--- config.mk ---
export PLATFORM = sky130hd
export DESIGN_NAME = rtp_h264_depacketizer
export DESIGN_NICKNAME = d
export VERILOG_FILES = /design/src/hw/rtl/rtpdpk_pkg.sv /design/src/hw/rtl/rtp_h264_depacketizer.sv /design/src/hw/rtl/rtpdpk_front.sv /design/src/hw/rtl/rtpdpk_fifo.sv /design/src/hw/rtl/rtpdpk_back.sv
export VERILOG_INCLUDE_DIRS = /design/src /design/src/hw/rtl
export SDC_FILE = /design/constraint.sdc
export NUM_CORES = 1
export LEC_CHECK = 0
export BUFFER_PORTS_ARGS = -buffer_cell sky130_fd_sc_hd__buf_2
export CAP_MARGIN = 20
export CELL_PAD_IN_SITES_DETAIL_PLACEMENT = 0
export CELL_PAD_IN_SITES_GLOBAL_PLACEMENT = 1
export CORE_UTILIZATION = 45
export DETAILED_ROUTE_END_ITERATION = 6
export PLACE_DENSITY = 0.74
export RECOVER_POWER = 100
export SLEW_MARGIN = 20
export SYNTH_ARGS = -nofsm -noshare
export SYNTH_HDL_FRONTEND = slang
export SYNTH_HIERARCHICAL = 1
export SYNTH_SLANG_ARGS = --single-unit
--- constraint.sdc ---
create_clock -name clk -period 3.18 [get_ports clk]
set_input_delay 0.159 -clock clk [delete_from_list [all_inputs] [get_ports clk]]
set_output_delay 0.159 -clock clk [all_outputs]
set_load 0.005 [all_outputs]
--- src/hw/rtl/assert_macros.svh ---
// Concurrent assertion macros shared by the depacketizer RTL.
`ifndef ASSERT_MACROS_SVH
`define ASSERT_MACROS_SVH
`ifndef NO_ASSERTIONS
`define ASSERT_ALWAYS(name, clk, rstn, expr) \
  name: assert property (@(posedge clk) disable iff (!(rstn)) (expr)) \
    else $error("assertion failed: invariant");
`define ASSERT_IMPLIES(name, clk, rstn, ante, cons) \
  name: assert property (@(posedge clk) disable iff (!(rstn)) (ante) |-> (cons)) \
    else $error("assertion failed: same-cycle implication");
`define ASSERT_NEXT(name, clk, rstn, ante, cons) \
  name: assert property (@(posedge clk) disable iff (!(rstn)) (ante) |=> (cons)) \
    else $error("assertion failed: next-cycle implication");
`else
`define ASSERT_ALWAYS(name, clk, rstn, expr)
`define ASSERT_IMPLIES(name, clk, rstn, ante, cons)
`define ASSERT_NEXT(name, clk, rstn, ante, cons)
`endif
`endif

--- src/hw/rtl/rtpdpk_pkg.sv ---
// Types and constants shared by the RTP H.264 depacketizer modules.
package rtpdpk_pkg;

  localparam int BYTE_W = 8;
  localparam int ERR_W  = 3;

  localparam logic [1:0] OP_NONE  = 2'd0;
  localparam logic [1:0] OP_BYTE  = 2'd1;
  localparam logic [1:0] OP_START = 2'd2;

  localparam logic [ERR_W-1:0] ERR_OK      = 3'd0;
  localparam logic [ERR_W-1:0] ERR_STAP    = 3'd1;
  localparam logic [ERR_W-1:0] ERR_FU_SE   = 3'd2;
  localparam logic [ERR_W-1:0] ERR_IGNORED = 3'd3;
  localparam logic [ERR_W-1:0] ERR_SHORT   = 3'd4;

  localparam logic [2:0] SC_ONE_IDX = 3'd3;
  localparam logic [2:0] SC_HDR_IDX = 3'd4;
  localparam logic [BYTE_W-1:0] SC_ZERO = 8'h00;
  localparam logic [BYTE_W-1:0] SC_ONE  = 8'h01;

  typedef struct packed {
    logic [1:0]        op;
    logic [BYTE_W-1:0] data;
    logic              last;
    logic              fend;
    logic [ERR_W-1:0]  err;
  } cmd_t;

endpackage

--- src/hw/rtl/rtp_h264_depacketizer.sv ---
// Top level of the RTP H.264 depacketizer producing an Annex B byte stream.
//
//   channel | dir | ports                             | payload
//   --------+-----+-----------------------------------+--------------------------------
//   in      | in  | in_tvalid/in_tready/in_tlast      | tdata: pkt_byte; tlast: pkt_last
//   out     | out | out_tvalid/out_tready/out_tlast   | tdata: out_byte; tuser: out_valid,
//           |     |                                   | frame_end, error_code;
//           |     |                                   | tlast: last_of_run
//
// One packet byte is accepted per cycle; in_tready drops only when the queue fills. A start
// code burst emits 00 00 00 01 and the NAL header byte. The output emitter sets the rate:
// one result per cycle while out_tready is high; queued commands absorb bursts.
// Synchronous active-low reset clears parser state, queue pointers and out_tvalid.
module rtp_h264_depacketizer import rtpdpk_pkg::*; #(
  parameter int FIFO_DEPTH = 4
) (
  input  logic       clk,
  input  logic       rst_n,
  input  logic       in_tvalid,
  output logic       in_tready,
  input  logic [7:0] in_tdata,   // [7:0] pkt_byte
  input  logic       in_tlast,
  output logic       out_tvalid,
  input  logic       out_tready,
  output logic [7:0] out_tdata,  // [7:0] out_byte
  output logic [4:0] out_tuser,  // [0] out_valid, [1] frame_end, [4:2] error_code
  output logic       out_tlast
);

  logic accept, push, full, pop, empty;
  cmd_t cmd_in, cmd_out;
  logic              o_vld, o_fend;
  logic [ERR_W-1:0]  o_err;

  assign in_tready = !full;
  assign accept    = in_tvalid && !full;

  rtpdpk_front u_front (
    .clk     (clk),
    .rst_n   (rst_n),
    .accept  (accept),
    .in_byte (in_tdata),
    .in_last (in_tlast),
    .push    (push),
    .cmd     (cmd_in)
  );

  rtpdpk_fifo #(
    .DEPTH (FIFO_DEPTH)
  ) u_fifo (
    .clk   (clk),
    .rst_n (rst_n),
    .push  (push),
    .din   (cmd_in),
    .full  (full),
    .pop   (pop),
    .dout  (cmd_out),
    .empty (empty)
  );

  rtpdpk_back u_back (
    .clk        (clk),
    .rst_n      (rst_n),
    .cmd        (cmd_out),
    .empty      (empty),
    .pop        (pop),
    .out_tvalid (out_tvalid),
    .out_tready (out_tready),
    .out_byte   (out_tdata),
    .out_vld    (o_vld),
    .out_fend   (o_fend),
    .out_err    (o_err),
    .out_last   (out_tlast)
  );

  assign out_tuser = {o_err, o_fend, o_vld};

endmodule

--- src/hw/rtl/rtpdpk_front.sv ---
// Packet parser: classifies each packet byte into an output command.
module rtpdpk_front import rtpdpk_pkg::*; (
  input  logic              clk,
  input  logic              rst_n,
  input  logic              accept,
  input  logic [BYTE_W-1:0] in_byte,
  input  logic              in_last,
  output logic              push,
  output cmd_t              cmd
);

  localparam logic [2:0] K_HEAD   = 3'd0;
  localparam logic [2:0] K_SINGLE = 3'd1;
  localparam logic [2:0] K_STAP   = 3'd2;
  localparam logic [2:0] K_FUHDR  = 3'd3;
  localparam logic [2:0] K_FUDATA = 3'd4;
  localparam logic [2:0] K_FUEND  = 3'd5;
  localparam logic [2:0] K_DROP   = 3'd6;

  localparam logic [1:0] PH_SIZE_HI = 2'd0;
  localparam logic [1:0] PH_SIZE_LO = 2'd1;
  localparam logic [1:0] PH_HDR     = 2'd2;
  localparam logic [1:0] PH_DATA    = 2'd3;

  localparam logic [3:0] HDR_LEN  = 4'd12;
  localparam logic [4:0] NT_LO    = 5'd1;
  localparam logic [4:0] NT_HI    = 5'd12;
  localparam logic [4:0] NT_STAP  = 5'd24;
  localparam logic [4:0] NT_FU    = 5'd28;

  logic [3:0]        pos_r, pos_nxt;
  logic [2:0]        kind_r, kind_nxt;
  logic [2:0]        fui_r, fui_nxt;
  logic [1:0]        phase_r, phase_nxt;
  logic [BYTE_W-1:0] szh_r, szh_nxt;
  logic [15:0]       left_r, left_nxt;
  logic [ERR_W-1:0]  perr_r, perr_nxt;
  logic [15:0]       left_dec;
  logic [1:0]        op;
  logic [BYTE_W-1:0] hdr;
  logic              fend;
  logic [ERR_W-1:0]  err;

  assign left_dec = left_r - 16'd1;

  always_comb begin
    pos_nxt   = pos_r;
    kind_nxt  = kind_r;
    fui_nxt   = fui_r;
    phase_nxt = phase_r;
    szh_nxt   = szh_r;
    left_nxt  = left_r;
    perr_nxt  = perr_r;
    op        = OP_NONE;
    hdr       = in_byte;
    fend      = 1'b0;
    err       = ERR_OK;
    case (kind_r)
      K_HEAD: begin
        if (pos_r < HDR_LEN) begin
          pos_nxt = pos_r + 4'd1;
          if (in_last) begin
            perr_nxt = ERR_SHORT;
          end
        end else if (in_byte[4:0] >= NT_LO && in_byte[4:0] <= NT_HI) begin
          kind_nxt = K_SINGLE;
          op       = OP_START;
        end else if (in_byte[4:0] == NT_STAP) begin
          kind_nxt  = K_STAP;
          phase_nxt = PH_SIZE_HI;
        end else if (in_byte[4:0] == NT_FU) begin
          kind_nxt = K_FUHDR;
          fui_nxt  = in_byte[7:5];
        end else begin
          kind_nxt = K_DROP;
          perr_nxt = ERR_IGNORED;
        end
      end
      K_SINGLE, K_FUDATA, K_FUEND: begin
        op = OP_BYTE;
      end
      K_STAP: begin
        case (phase_r)
          PH_SIZE_HI: begin
            szh_nxt   = in_byte;
            phase_nxt = PH_SIZE_LO;
          end
          PH_SIZE_LO: begin
            if ({szh_r, in_byte} == 16'd0) begin
              kind_nxt = K_DROP;
              perr_nxt = ERR_STAP;
            end else begin
              left_nxt  = {szh_r, in_byte};
              phase_nxt = PH_HDR;
            end
          end
          PH_HDR: begin
            op        = OP_START;
            left_nxt  = left_dec;
            phase_nxt = (left_dec == 16'd0) ? PH_SIZE_HI : PH_DATA;
          end
          default: begin
            op       = OP_BYTE;
            left_nxt = left_dec;
            if (left_dec == 16'd0) begin
              phase_nxt = PH_SIZE_HI;
            end
          end
        endcase
      end
      K_FUHDR: begin
        if (in_byte[7] && in_byte[6]) begin
          kind_nxt = K_DROP;
          perr_nxt = ERR_FU_SE;
        end else if (in_byte[7]) begin
          kind_nxt = K_FUDATA;
          op       = OP_START;
          hdr      = {fui_r, in_byte[4:0]};
        end else if (in_byte[6]) begin
          kind_nxt = K_FUEND;
        end else begin
          kind_nxt = K_FUDATA;
        end
      end
      default: begin
      end
    endcase

    if (in_last) begin
      case (kind_nxt)
        K_HEAD: err = (perr_nxt != ERR_OK) ? perr_nxt : ERR_SHORT;
        K_SINGLE, K_FUEND: fend = 1'b1;
        K_STAP: begin
          if (phase_nxt == PH_SIZE_HI && perr_nxt == ERR_OK) begin
            fend = 1'b1;
          end else begin
            err = ERR_STAP;
          end
        end
        K_FUHDR: err = ERR_SHORT;
        K_DROP:  err = perr_nxt;
        default: err = ERR_OK;
      endcase
      pos_nxt   = '0;
      kind_nxt  = K_HEAD;
      fui_nxt   = '0;
      phase_nxt = PH_SIZE_HI;
      szh_nxt   = '0;
      left_nxt  = '0;
      perr_nxt  = ERR_OK;
    end
  end

  assign push     = accept && (op != OP_NONE || in_last);
  assign cmd.op   = op;
  assign cmd.data = hdr;
  assign cmd.last = in_last;
  assign cmd.fend = fend;
  assign cmd.err  = err;

  always_ff @(posedge clk) begin
    if (!rst_n) begin
      pos_r   <= '0;
      kind_r  <= K_HEAD;
      fui_r   <= '0;
      phase_r <= PH_SIZE_HI;
      szh_r   <= '0;
      left_r  <= '0;
      perr_r  <= ERR_OK;
    end else if (accept) begin
      pos_r   <= pos_nxt;
      kind_r  <= kind_nxt;
      fui_r   <= fui_nxt;
      phase_r <= phase_nxt;
      szh_r   <= szh_nxt;
      left_r  <= left_nxt;
      perr_r  <= perr_nxt;
    end
  end

`include "assert_macros.svh"
  `ASSERT_NEXT(a_clear_on_last, clk, rst_n, accept && in_last, kind_r == K_HEAD && pos_r == '0)
  `ASSERT_ALWAYS(a_pos_range, clk, rst_n, pos_r <= HDR_LEN)

endmodule

--- src/hw/rtl/rtpdpk_fifo.sv ---
// Command queue between the packet parser and the byte emitter.
module rtpdpk_fifo import rtpdpk_pkg::*; #(
  parameter int DEPTH = 4
) (
  input  logic clk,
  input  logic rst_n,
  input  logic push,
  input  cmd_t din,
  output logic full,
  input  logic pop,
  output cmd_t dout,
  output logic empty
);

  localparam int AW = (DEPTH > 1) ? $clog2(DEPTH) : 1;
  localparam int CW = $clog2(DEPTH + 1);
  localparam logic [CW-1:0] FULL_CNT = CW'(DEPTH);
  localparam logic [AW-1:0] LAST_PTR = AW'(DEPTH - 1);

  cmd_t          mem_r [DEPTH];
  logic [AW-1:0] wptr_r, wptr_nxt;
  logic [AW-1:0] rptr_r, rptr_nxt;
  logic [CW-1:0] cnt_r, cnt_nxt;
  logic          do_push, do_pop;

  assign full    = (cnt_r == FULL_CNT);
  assign empty   = (cnt_r == '0);
  assign do_push = push && !full;
  assign do_pop  = pop && !empty;
  assign dout    = mem_r[rptr_r];

  always_comb begin
    wptr_nxt = wptr_r;
    rptr_nxt = rptr_r;
    cnt_nxt  = cnt_r;
    if (do_push) begin
      wptr_nxt = (wptr_r == LAST_PTR) ? '0 : wptr_r + AW'(1);
    end
    if (do_pop) begin
      rptr_nxt = (rptr_r == LAST_PTR) ? '0 : rptr_r + AW'(1);
    end
    if (do_push && !do_pop) begin
      cnt_nxt = cnt_r + CW'(1);
    end else if (do_pop && !do_push) begin
      cnt_nxt = cnt_r - CW'(1);
    end
  end

  always_ff @(posedge clk) begin
    if (do_push) begin
      mem_r[wptr_r] <= din;
    end
  end

  always_ff @(posedge clk) begin
    if (!rst_n) begin
      wptr_r <= '0;
      rptr_r <= '0;
      cnt_r  <= '0;
    end else begin
      wptr_r <= wptr_nxt;
      rptr_r <= rptr_nxt;
      cnt_r  <= cnt_nxt;
    end
  end

`include "assert_macros.svh"
  `ASSERT_ALWAYS(a_cnt_range, clk, rst_n, cnt_r <= FULL_CNT)

endmodule

--- src/hw/rtl/rtpdpk_back.sv ---
// Byte emitter: expands queued commands into output stream results.
module rtpdpk_back import rtpdpk_pkg::*; (
  input  logic              clk,
  input  logic              rst_n,
  input  cmd_t              cmd,
  input  logic              empty,
  output logic              pop,
  output logic              out_tvalid,
  input  logic              out_tready,
  output logic [BYTE_W-1:0] out_byte,
  output logic              out_vld,
  output logic              out_fend,
  output logic [ERR_W-1:0]  out_err,
  output logic              out_last
);

  logic [2:0]        cnt_r, cnt_nxt;
  logic              tvalid_r;
  logic [BYTE_W-1:0] byte_r;
  logic              vld_r, fend_r, last_r;
  logic [ERR_W-1:0]  err_r;
  logic              load, fin, vld;
  logic [BYTE_W-1:0] bval;

  assign load = !tvalid_r || out_tready;

  always_comb begin
    fin  = 1'b1;
    vld  = 1'b1;
    bval = cmd.data;
    case (cmd.op)
      OP_BYTE: begin
      end
      OP_START: begin
        fin = (cnt_r == SC_HDR_IDX);
        if (cnt_r == SC_ONE_IDX) begin
          bval = SC_ONE;
        end else if (cnt_r != SC_HDR_IDX) begin
          bval = SC_ZERO;
        end
      end
      default: begin
        vld  = 1'b0;
        bval = SC_ZERO;
      end
    endcase
    cnt_nxt = fin ? '0 : cnt_r + 3'd1;
  end

  assign pop = load && !empty && fin;

  always_ff @(posedge clk) begin
    if (!rst_n) begin
      tvalid_r <= 1'b0;
      cnt_r    <= '0;
    end else if (load) begin
      tvalid_r <= !empty;
      if (!empty) begin
        cnt_r <= cnt_nxt;
      end
    end
  end

  always_ff @(posedge clk) begin
    if (load && !empty) begin
      byte_r <= bval;
      vld_r  <= vld;
      last_r <= fin;
      fend_r <= fin && cmd.fend;
      err_r  <= fin ? cmd.err : ERR_OK;
    end
  end

  assign out_tvalid = tvalid_r;
  assign out_byte   = byte_r;
  assign out_vld    = vld_r;
  assign out_fend   = fend_r;
  assign out_err    = err_r;
  assign out_last   = last_r;

`include "assert_macros.svh"
  `ASSERT_IMPLIES(a_burst_has_cmd, clk, rst_n, cnt_r != '0, !empty && cmd.op == OP_START)
  `ASSERT_IMPLIES(a_flags_on_last, clk, rst_n, tvalid_r && (fend_r || err_r != ERR_OK), last_r)

endmodule
==> metrics.yaml <==
syn-cell-area_sq_um: 6180
syn2layout_area_growth_pct: 13.7
drive_above_1_share_pct: 16.0
die_h_um: 119
finalMaxSlewViolations: 0
via_count: 4545
ioPinCount: 29
hold_viol: 0
start_util_pct: 46.5
peakVddDrop_uv: 328
rsz0062_at_grt: "no"
cp_common_cell: "inv_1"
port_buffers: 28
use_met2_pct: 35.8
root_buffer: "clkbuf_16"
num_rows: 42
grt_util_met3_pct: 4.79
crit_path_start_kind: "register"
finalCritPeriodShare_pct: 95.0
clk_latency_ns: 0.42
status: "finished, final reports clean"
cp-end-kind: "register"
dieArea_sq_um: 14200
gp_congestion: 0.873
path_class: "register to register"
use_met1_pct: 27.9
cp_cell_sequence: "mux4_2 -> inv_1 -> ha_2 -> a21boi_4 -> nor3_1 -> o31ai_2 -> ha_1 -> inv_1 -> fa_1 -> xor2_1 -> or3_1 -> a21boi_1"
dr.pass1.iters: 5
nFillCells: 1214
layout.nets: 627
crit_required_ns: 3.52
hp-class: "primary input to register"
ant_nets: 0
dr.first_iter.drc_count: 423
vias_per_cell: 5.78
maxCapViolations: 0
gr-total-overflow: 0
cts_tree: "yes"
clock_path_buffers: 2
timing.fmax_ghz: 0.331
netlist_instances: 564
antenna_found_initial: 1
grt_pass1_vias: 4380
max_slew_margin_pct: 25.6
antennaDiodeCount: 0
core_sq_um: 13300
tns_ns: 0
crit_path_max_fanout: 4
leakagePower_nw: 2.51
h-tree-depth: 4
slowest_delay_ns: 0.50
wl_per_cell_um: 18.4
grt_usage_pct: 22.0
dpl_cell_area_sq_um: 6520
clk_pin_slew_ns: 0.05
grt_max_degree: 36
fin_area_sq_um: 7030
arrival_ns: 3.36
period_needed_ns: 3.02
dp.final_hpwl_um: 10200
setup_violations: 0
worstMarginPinSlew_ns: 1.12
finalWirelength_um: 14400
fin_util_pct: 52.8
ys_warn_count: 6
grt_pass1_wl_um: 23300
power.density_nw_per_um2: 669
path_buf_inv: 2
drc: 0
grt.busiest_layer: "met2"
synthesis.nets: 592
cts_sinks: 122
crit_path_top_delay_cell: "mux4_2"
numCtsBuffers: 17
avgSynthCellArea_sq_um: 11.0
fp.dieW_um: 119
clock_skew_ns: 0.00859
path_delay_family: "adder cells"
[power by group]
group	leakage, nW	internal [mW]	switching, mW	total (mW)
Clock	0.264	1.14	0.689	1.83
Combinational	1.16	0.398	0.516	0.914
Sequential	1.09	1.88	0.0775	1.96
[per-layer routing]
metal | wire, um | up-vias
li1 | - | 2162
met1 | 6410 | 2221
met2 | 6950 | 135
met3 | 739 | 27
met4 | 353 | 0
met5 | 0 | -
[metrics by stage]
| stage | cells | worst slack, ns | hold WS (ns) | power [mW] |
|---|---|---|---|---|
| 2_1_floorplan | 564 | 0.0515 | 0.277 | 2.63 |
| 3_3_place_gp | 753 | 0.129 | 0.480 | 2.90 |
| 3_5_place_dp | 753 | -0.0102 | 0.497 | 2.93 |
| 4_1_cts | 785 | 0.0185 | 0.0519 | 4.77 |
| 5_1_grt | 787 | 0.0146 | 0.158 | 4.93 |
| 6_report | 787 | 0.158 | 0.132 | 4.70 |
[cells in the final DEF, fill, tap and decap left out, drive strengths merged, types with 7 or more instances in the layout]
master	count
nor2	36
and2	29
a21boi	7
nand2	32
o21ai	23
nand3	12
nor3	21
clkbuf	44
clkinv	7
mux4	14
buf	36
edfxtp	70
nor2b	36
a21oi	22
inv	21
ha	14
nor4	13
a211oi	9
xnor2	9
a22oi	15
dfxtp	52
[timing repair]
| item | in CTS | in global routing |
|---|---|---|
| pin swaps | 1 | 1 |
| setup endpoints to repair | 1 | 1 |
| hold buffers | 0 | 0 |
| gates resized for setup | 2 | 6 |
| setup buffers | 1 | 2 |
| gates cloned | 0 | 0 |
[tightest hold or removal path, cell delays in order]
cell	delay, ns
buf_2	0.07
nor2b_1	0.09
o21a_1	0.18
[state kept, by name, indices dropped and copies added (netlist names), named ones only]
signal,cells
u_back/out_tvalid,1
u_back/out_last,1
u_back/out_fend,1
u_front/pos_r,4
u_front/perr_r,3
u_back/cnt_r,3
u_fifo/cnt_r,3
u_front/szh_r,8
u_fifo/wptr_r,2
u_front/fui_r,3
u_back/out_vld,1
u_back/out_byte,8
u_fifo/rptr_r,2
u_front/left_r,16
u_fifo/mem_r,56
u_front/kind_r,3
u_front/phase_r,2
u_back/out_err,3
[path summary, 6_finish.rpt]
kind / start / endpoint / slack [ns] / cells past startpoint
worst max register to register: u_fifo/mem_r[3][13] / u_fifo/cnt_r[2] / 0.16 / 12
worst max-delay path: u_fifo/mem_r[3][13] / u_fifo/cnt_r[2] / 0.16 / 12
worst min register to register: u_fifo/wptr_r[1] / u_fifo/wptr_r[1] / 0.51 / 2
worst min-delay path: out_tready / u_back/out_tvalid / 0.13 / 3
[layout make-up]
class	count	area [sq um]	share of cell area, %
inverters	21	78.8	1.12
well taps	176	220	3.13
clock buffers	19	433	6.16
multi-input cells	376	2700	38.5
clock inverters	12	126	1.80
repair buffers	61	318	4.52
flip-flops and latches	122	3150	44.8
Note: power is estimated with default switching activity, not from simulation.
